$ cat src/kvdbc_pkg.sv
// Shared types, codes and helpers for the key-value data bit counter.
// No dependencies; used by the top level keyvalue_data_bit_counter.
package kvdbc_pkg;

  // parser position inside a record
  typedef enum logic [1:0] {
    PH_TYPE,
    PH_KEY,
    PH_STRING,
    PH_VALUE
  } phase_t;

  // record kinds as held by the parser
  localparam logic [2:0] KIND_DICT    = 3'd0;
  localparam logic [2:0] KIND_STRING  = 3'd1;
  localparam logic [2:0] KIND_INT     = 3'd2;
  localparam logic [2:0] KIND_FLOAT   = 3'd3;
  localparam logic [2:0] KIND_UNKNOWN = 3'd4;

  // special byte values
  localparam logic [7:0] BYTE_NUL       = 8'h00;
  localparam logic [7:0] BYTE_CLOSE     = 8'h08;
  localparam logic [7:0] BYTE_LAST_KIND = 8'h03;

  // end status codes
  localparam logic [1:0] ST_TOP_CLOSE    = 2'd0;
  localparam logic [1:0] ST_END_OF_DATA  = 2'd1;
  localparam logic [1:0] ST_UNKNOWN_TOP  = 2'd2;
  localparam logic [1:0] ST_DEPTH_OVFL   = 2'd3;

  // length of the matched key "data"
  localparam logic [2:0] KEY_LEN = 3'd4;

  // result payload widths
  localparam int TOTAL_W  = 16;
  localparam int STATUS_W = 2;
  localparam int OUT_W    = 24;

  // characters of the key "data"
  function automatic logic [7:0] key_char(input logic [1:0] idx);
    logic [7:0] c;
    unique case (idx)
      2'd0: c = 8'h64;
      2'd1: c = 8'h61;
      2'd2: c = 8'h74;
      default: c = 8'h61;
    endcase
    return c;
  endfunction

  // number of set bits in a byte
  function automatic logic [3:0] popcount8(input logic [7:0] v);
    logic [3:0] c;
    c = 4'd0;
    for (int i = 0; i < 8; i++) begin
      c = c + {3'd0, v[i]};
    end
    return c;
  endfunction

endpackage

$ cat src/kvdbc_skid.sv
// Two-entry output register with skid stage for a valid/ready stream.
// No dependencies; used by the top level keyvalue_data_bit_counter.
module kvdbc_skid #(
  parameter int WIDTH = 24
) (
  input  logic             clk,
  input  logic             rst_n,
  input  logic             up_valid,
  output logic             up_ready,
  input  logic [WIDTH-1:0] up_data,
  output logic             dn_valid,
  input  logic             dn_ready,
  output logic [WIDTH-1:0] dn_data
);

  logic             main_valid_r;
  logic [WIDTH-1:0] main_data_r;
  logic             skid_valid_r;
  logic [WIDTH-1:0] skid_data_r;
  logic             up_fire;
  logic             main_free;

  // ready only depends on the skid slot, so it is registered
  assign up_ready  = !skid_valid_r;
  assign up_fire   = up_valid && up_ready;
  assign main_free = dn_ready || !main_valid_r;

  // control state
  always_ff @(posedge clk) begin
    if (!rst_n) begin
      main_valid_r <= 1'b0;
      skid_valid_r <= 1'b0;
    end else if (main_free) begin
      main_valid_r <= skid_valid_r || up_fire;
      skid_valid_r <= 1'b0;
    end else if (up_fire) begin
      skid_valid_r <= 1'b1;
    end
  end

  // payload
  always_ff @(posedge clk) begin
    if (main_free) begin
      main_data_r <= skid_valid_r ? skid_data_r : up_data;
    end else if (up_fire) begin
      skid_data_r <= up_data;
    end
  end

  assign dn_valid = main_valid_r;
  assign dn_data  = main_data_r;

endmodule

$ cat src/keyvalue_data_bit_counter.sv
// Top level of the key-value data bit counter: byte parser and result output.
// Depends on kvdbc_pkg and kvdbc_skid.

// Takes a binary key-value file one byte per transfer (tlast on the file's
// final byte) at one byte per cycle. Each byte updates the registered parser
// state; the byte that ends the parse, or the last byte, produces one result
// transfer, which is registered in the output stage. A two-entry output stage
// lets input keep flowing while a result waits; input stalls only when both
// output entries are full. Nesting is limited by MAX_DEPTH. After the last
// byte all parser state returns to reset values.
module keyvalue_data_bit_counter #(
  parameter int MAX_DEPTH = 16
) (
  input  logic        clk,
  input  logic        rst_n,
  input  logic        in_tvalid,
  output logic        in_tready,
  input  logic [7:0]  in_tdata,   // [7:0] byte_in
  input  logic        in_tlast,   // last_byte
  output logic        out_tvalid,
  input  logic        out_tready,
  output logic [23:0] out_tdata   // [15:0] bit_total, [17:16] end_status, zero pad
);

  localparam int DEPTH_W = $clog2(MAX_DEPTH + 1);

  kvdbc_pkg::phase_t   phase_r, phase_nxt;
  logic [2:0]          kind_r, kind_nxt;
  logic [2:0]          match_idx_r, match_idx_nxt;
  logic                mismatch_r, mismatch_nxt;
  logic [1:0]          val_cnt_r, val_cnt_nxt;
  logic [DEPTH_W-1:0]  depth_r, depth_nxt;
  logic [15:0]         total_r, total_nxt;
  logic                done_r, done_nxt;
  logic [5:0]          pending_r, pending_nxt;

  logic                in_fire;
  logic                finish;
  logic [1:0]          finish_code;
  logic                emit;
  logic [1:0]          emit_code;
  logic [16:0]         sum;
  logic [5:0]          pend_add;
  logic [kvdbc_pkg::OUT_W-1:0] res_data;

  assign in_fire = in_tvalid && in_tready;

  // per-byte parser update
  always_comb begin
    phase_nxt     = phase_r;
    kind_nxt      = kind_r;
    match_idx_nxt = match_idx_r;
    mismatch_nxt  = mismatch_r;
    val_cnt_nxt   = val_cnt_r;
    depth_nxt     = depth_r;
    total_nxt     = total_r;
    done_nxt      = done_r;
    pending_nxt   = pending_r;
    finish        = 1'b0;
    finish_code   = kvdbc_pkg::ST_TOP_CLOSE;
    pend_add      = pending_r;
    sum           = {1'b0, total_r};

    if (!done_r) begin
      unique case (phase_r)
        kvdbc_pkg::PH_TYPE: begin
          if (in_tdata == kvdbc_pkg::BYTE_CLOSE) begin
            if (depth_r == '0) begin
              finish      = 1'b1;
              finish_code = kvdbc_pkg::ST_TOP_CLOSE;
            end else begin
              depth_nxt = depth_r - DEPTH_W'(1);
              phase_nxt = kvdbc_pkg::PH_TYPE;
            end
          end else begin
            kind_nxt      = (in_tdata <= kvdbc_pkg::BYTE_LAST_KIND) ? in_tdata[2:0]
                                                                   : kvdbc_pkg::KIND_UNKNOWN;
            match_idx_nxt = 3'd0;
            mismatch_nxt  = 1'b0;
            phase_nxt     = kvdbc_pkg::PH_KEY;
          end
        end
        kvdbc_pkg::PH_KEY: begin
          if (in_tdata != kvdbc_pkg::BYTE_NUL) begin
            // track the match against "data"
            if (match_idx_r < kvdbc_pkg::KEY_LEN &&
                in_tdata == kvdbc_pkg::key_char(match_idx_r[1:0])) begin
              match_idx_nxt = match_idx_r + 3'd1;
            end else begin
              mismatch_nxt = 1'b1;
            end
          end else begin
            // key complete: act on the record kind
            unique case (kind_r)
              kvdbc_pkg::KIND_DICT: begin
                if (depth_r >= DEPTH_W'(MAX_DEPTH)) begin
                  finish      = 1'b1;
                  finish_code = kvdbc_pkg::ST_DEPTH_OVFL;
                end else begin
                  depth_nxt = depth_r + DEPTH_W'(1);
                  phase_nxt = kvdbc_pkg::PH_TYPE;
                end
              end
              kvdbc_pkg::KIND_STRING: begin
                phase_nxt = kvdbc_pkg::PH_STRING;
              end
              kvdbc_pkg::KIND_INT, kvdbc_pkg::KIND_FLOAT: begin
                val_cnt_nxt = 2'd0;
                pending_nxt = 6'd0;
                phase_nxt   = kvdbc_pkg::PH_VALUE;
              end
              default: begin
                // unknown type ends the current level
                if (depth_r == '0) begin
                  finish      = 1'b1;
                  finish_code = kvdbc_pkg::ST_UNKNOWN_TOP;
                end else begin
                  depth_nxt = depth_r - DEPTH_W'(1);
                  phase_nxt = kvdbc_pkg::PH_TYPE;
                end
              end
            endcase
          end
        end
        kvdbc_pkg::PH_STRING: begin
          if (in_tdata == kvdbc_pkg::BYTE_NUL) begin
            phase_nxt = kvdbc_pkg::PH_TYPE;
          end
        end
        default: begin
          // value bytes: count bits only for a matched integer
          if (kind_r == kvdbc_pkg::KIND_INT && !mismatch_r &&
              match_idx_r == kvdbc_pkg::KEY_LEN) begin
            pend_add = pending_r + {2'd0, kvdbc_pkg::popcount8(in_tdata)};
          end
          if (val_cnt_r == 2'd3) begin
            sum         = {1'b0, total_r} + {11'd0, pend_add};
            total_nxt   = sum[16] ? 16'hFFFF : sum[15:0];
            pending_nxt = 6'd0;
            val_cnt_nxt = 2'd0;
            phase_nxt   = kvdbc_pkg::PH_TYPE;
          end else begin
            pending_nxt = pend_add;
            val_cnt_nxt = val_cnt_r + 2'd1;
          end
        end
      endcase
    end

    if (finish) begin
      done_nxt = 1'b1;
    end
  end

  // result decision
  assign emit      = in_fire && !done_r && (finish || in_tlast);
  assign emit_code = finish ? finish_code : kvdbc_pkg::ST_END_OF_DATA;
  assign res_data  = {6'd0, emit_code, total_nxt};

  // parser state registers
  always_ff @(posedge clk) begin
    if (!rst_n || (in_fire && in_tlast)) begin
      phase_r     <= kvdbc_pkg::PH_TYPE;
      kind_r      <= 3'd0;
      match_idx_r <= 3'd0;
      mismatch_r  <= 1'b0;
      val_cnt_r   <= 2'd0;
      depth_r     <= '0;
      total_r     <= 16'd0;
      done_r      <= 1'b0;
      pending_r   <= 6'd0;
    end else if (in_fire) begin
      phase_r     <= phase_nxt;
      kind_r      <= kind_nxt;
      match_idx_r <= match_idx_nxt;
      mismatch_r  <= mismatch_nxt;
      val_cnt_r   <= val_cnt_nxt;
      depth_r     <= depth_nxt;
      total_r     <= total_nxt;
      done_r      <= done_nxt;
      pending_r   <= pending_nxt;
    end
  end

  // result output stage
  kvdbc_skid #(
    .WIDTH(kvdbc_pkg::OUT_W)
  ) u_out (
    .clk      (clk),
    .rst_n    (rst_n),
    .up_valid (emit),
    .up_ready (in_tready),
    .up_data  (res_data),
    .dn_valid (out_tvalid),
    .dn_ready (out_tready),
    .dn_data  (out_tdata)
  );

  // depth never passes the configured limit
  a_depth_limit: assert property (@(posedge clk) disable iff (!rst_n)
    depth_r <= DEPTH_W'(MAX_DEPTH))
    else $error("nest depth beyond limit");

  // a last byte always clears the parser for the next file
  a_last_clears: assert property (@(posedge clk) disable iff (!rst_n)
    in_fire && in_tlast |=> !done_r && depth_r == '0 && total_r == 16'd0)
    else $error("parser not cleared after last byte");

  // a live parse always reports on its last byte
  a_last_emits: assert property (@(posedge clk) disable iff (!rst_n)
    in_fire && in_tlast && !done_r |-> emit)
    else $error("no result on last byte");

  // nothing is reported once the parse has ended
  a_done_silent: assert property (@(posedge clk) disable iff (!rst_n)
    done_r |-> !emit)
    else $error("result after parse end");

  // pending bit count covers at most three bytes and is zero outside a value
  a_pending_range: assert property (@(posedge clk) disable iff (!rst_n)
    pending_r <= 6'd24 && (phase_r == kvdbc_pkg::PH_VALUE || pending_r == 6'd0))
    else $error("pending bit count out of range");

endmodule

$ cat config.mk
export PLATFORM = sky130hd
export DESIGN_NAME = keyvalue_data_bit_counter
export DESIGN_NICKNAME = d
export VERILOG_FILES = /design/src/kvdbc_pkg.sv /design/src/kvdbc_skid.sv /design/src/keyvalue_data_bit_counter.sv
export SDC_FILE = /design/constraint.sdc
export NUM_CORES = 1
export LEC_CHECK = 0
export BUFFER_PORTS_ARGS = -buffer_cell sky130_fd_sc_hd__buf_2
export CAP_MARGIN = 0
export CORE_UTILIZATION = 56
export CTS_BUF_LIST = sky130_fd_sc_hd__clkbuf_4 sky130_fd_sc_hd__clkbuf_8
export DETAILED_ROUTE_END_ITERATION = 8
export PLACE_DENSITY = 0.86
export SLEW_MARGIN = 20
export SYNTH_ARGS = -nofsm -noshare
export SYNTH_HDL_FRONTEND = slang
export SYNTH_SLANG_ARGS = --single-unit
export TNS_END_PERCENT = 100
$ cat constraint.sdc
create_clock -name clk -period 4.8 [get_ports clk]
set_clock_uncertainty 0.05 [all_clocks]
set_input_delay 0.48 -clock clk [delete_from_list [all_inputs] [get_ports clk]]
set_output_delay 0.48 -clock clk [all_outputs]
set_load 0.005 [all_outputs]
==> impl_metrics.toml <==
[finish]
post-route-util = 0.6956
multi_input_area_mm2 = 0.002505
areaGrowthSynthToFinish_pct = 20.43
final_layout_size_suffix_gt1_frac = 0.2852
final_common_cell = "nor2_1"
final_cell_mix = "nor2_1 (49), buf_4 (48), dfxtp_1 (41)"
stdcell_count = 642
fin_nets = 573
n_antenna_cell = 0
fill_cells = 573
ff_latch_area_mm2 = 0.001902

[cts]
clock_latency_ns = 0.37
clkTransAtPathRegs_ns = 0.10
cts_sinks = 77
tritoncts = "done"
numCtsBuffers = 9
cts-root-buf = "clkbuf_8"
clk_path_buf_depth = 2
cts_htree_levels = 3

[timing]
slew_headroom = 0.3084
setup_viol = 3
slew_violations = 0
hold_viol_final = 0
fin_ws_ns = -0.07350
tns_ns = -0.1233
period_share = 1.015
rsz0062_at_grt = "true"
fin_hold_ws_ns = 0.3854
fin_crit_ns = 4.874
fmax_mhz = 205.2
tightest_slew_ns = 1.035

[global_route]
grt_use_total = 0.2507
antenna_found_initial = 0
grt_pass1_vias = 3704
grt_pass1_wl_um = 16690
grt-ovfl-total = 0
grt_max_degree = 27

[routing]
vias = 3840
avgRoutedWirePerCell_um = 16.38
drt_iter0_drc = 298
first_pass_iters = 5
vias_per_cell = 5.981
drc = 0
wirelength_um = 10510
detail-route-antenna-nets = 0

[critical_path]
start_kind = "input port"
worst-setup-path-type = "in2reg"
crit_required_ns = 4.88
end_kind = "flop"
critPathMaxFanout = 4
cp.arrival_ns = 4.96

[pwr]
switching_power_uw = 352.7
p_seq_frac = 0.543
p_leak_nw = 2.207
powerDensity_mw_per_mm2 = 241.2
ir_drop_mv = 0.1383
p_total_mw = 1.290
comb_power_share = 0.093
p_int_uw = 937.0
p_clk_frac = 0.364
p_sw_frac = 0.2735

[floorplan]
coreArea_mm2 = 0.007687
die_w_um = 91.05
die_y_um = 91.05
rows = 32
initial_utilization = 0.5776
io-pin-count = 39
die_area_mm2 = 0.008289

[job]
cap_viol_max_count = 0

[synth]
syn-cell-area_mm2 = 0.004441
ys.flop_type = "dfxtp_1"
ys_ff_latch = 77
syn_inst = 457
async_flop_share = 0
syn_avg_cell_area_um2 = 9.717
synth_cell_types = 74
yosysSeqAreaShare = 0.4283
yosysWarnings = 0
synth-edff-count = 36

[run_status]
violations = "setup timing"
status = "finished, violations left"

[placement]
dpl.hpwl_um = 7151
placement.io_buffers = 32
post-place-cells = 612
place_congestion = 0.9180

[hold_path]
hold_class = "in2reg"
worst paths after layout:
check	cells after the start	from	slack, ns	endpoint
worst max-delay path	18	in_tdata[0]	-0.07	u_out.dn_data[15]
worst max register to register	16	pending_r[0]	0.27	u_out.dn_data[15]
worst min register to register	2	val_cnt_r[1]	0.43	val_cnt_r[1]
worst min-delay path	2	rst_n	0.39	u_out.skid_valid_r
synthesized netlist by cell type, drive strengths merged (8+ instances only):
| cell type | number | area (um^2) |
|---|---|---|
| a21oi | 35 | 175.2 |
| ha | 19 | 237.7 |
| nand2 | 39 | 148.9 |
| o21ai | 28 | 155.2 |
| dfxtp | 41 | 820.8 |
| mux2 | 16 | 183.9 |
| edfxtp | 36 | 1081 |
| clkbuf | 8 | 30.03 |
| buf | 10 | 65.06 |
| nand3 | 14 | 70.07 |
| inv | 28 | 105.1 |
| nor3 | 12 | 75.07 |
| nor2 | 50 | 187.7 |
critical path: stages:
cell and delay, ns:
buf_6 0.10, fa_1 0.54, inv_1 0.06, fa_1 0.51
fa_1 0.45, fa_2 0.38, fa_2 0.38, nor2b_2 0.14
o21ai_2 0.07, a21oi_2 0.16, xor2_2 0.23, ha_4 0.20
o21a_1 0.12, o21a_1 0.19, nand4_4 0.15, nor3_4 0.22
mux2_4 0.33, mux2_4 0.25
power by group through the flow:
| stage | logic [mW] | registers (mW) | clock network, mW |
|---|---|---|---|
| finish | 0.119 | 0.701 | 0.469 |
| CTS | 0.113 | 0.701 | 0.470 |
| detailed placement | 0.112 | 0.716 | 0 |
| floorplan | 0.0781 | 0.713 | 0 |
| global route | 0.131 | 0.702 | 0.500 |
| global placement | 0.106 | 0.715 | 0 |
metrics by stage:
stage	worst slack, ns	area [um^2]
final	-0.07350	5348
after floorplan	-0.1231	4488
after global routing	-0.2281	5348
after CTS	-0.08129	5171
after global placement	-0.3454	4941
after detailed placement	-0.6131	4941
flip-flops by register name, indices dropped and copies added (netlist names):
signal              flops
u_out.dn_valid          1
u_out.skid_valid_r      1
mismatch_r              1
phase_r                 2
val_cnt_r               2
total_r                16
u_out.dn_data          18
pending_r               6
kind_r                  3
done_r                  1
match_idx_r             3
depth_r                 5
u_out.skid_data_r      18
cell families after synthesis:
| logic type | synth area share |
|---|---|
| AO/OA/AOI/OAI | 0.1682 |
| XOR/XNOR | 0.02564 |
| adder cells (fa/ha/maj) | 0.08059 |
| buffers and inverters | 0.04508 |
| flip-flops | 0.4283 |
| multiplexers | 0.05269 |
| other | 0.0008445 |
| AND/OR/NAND/NOR | 0.1987 |
metal layers:
layer / up-vias / GRT usage / wire length, um
li1: 1811 / - / -
met1: 1857 / 0.2972 / 4290
met2: 139 / 0.4451 / 5441
met3: 33 / 0.04858 / 497
met4: 0 / 0.1005 / 283
met5: - / 0 / 0
what timing repair did:
action                     CTS  global route
gates resized for setup      5            27
setup endpoints to repair   22            38
pin swaps                    5             8
hold buffers                 0             0
setup buffers                4            10
area by class of cell:
cell class / instances / share of cell area
tap: 102 / 0.02387
inverter: 28 / 0.01965
clock buffer: 9 / 0.02316
clock inverter: 7 / 0.01076
multi-input combinational: 339 / 0.4684
sequential: 77 / 0.3556
timing repair buffer: 80 / 0.09850
Note: power is estimated with default switching activity, not from simulation.
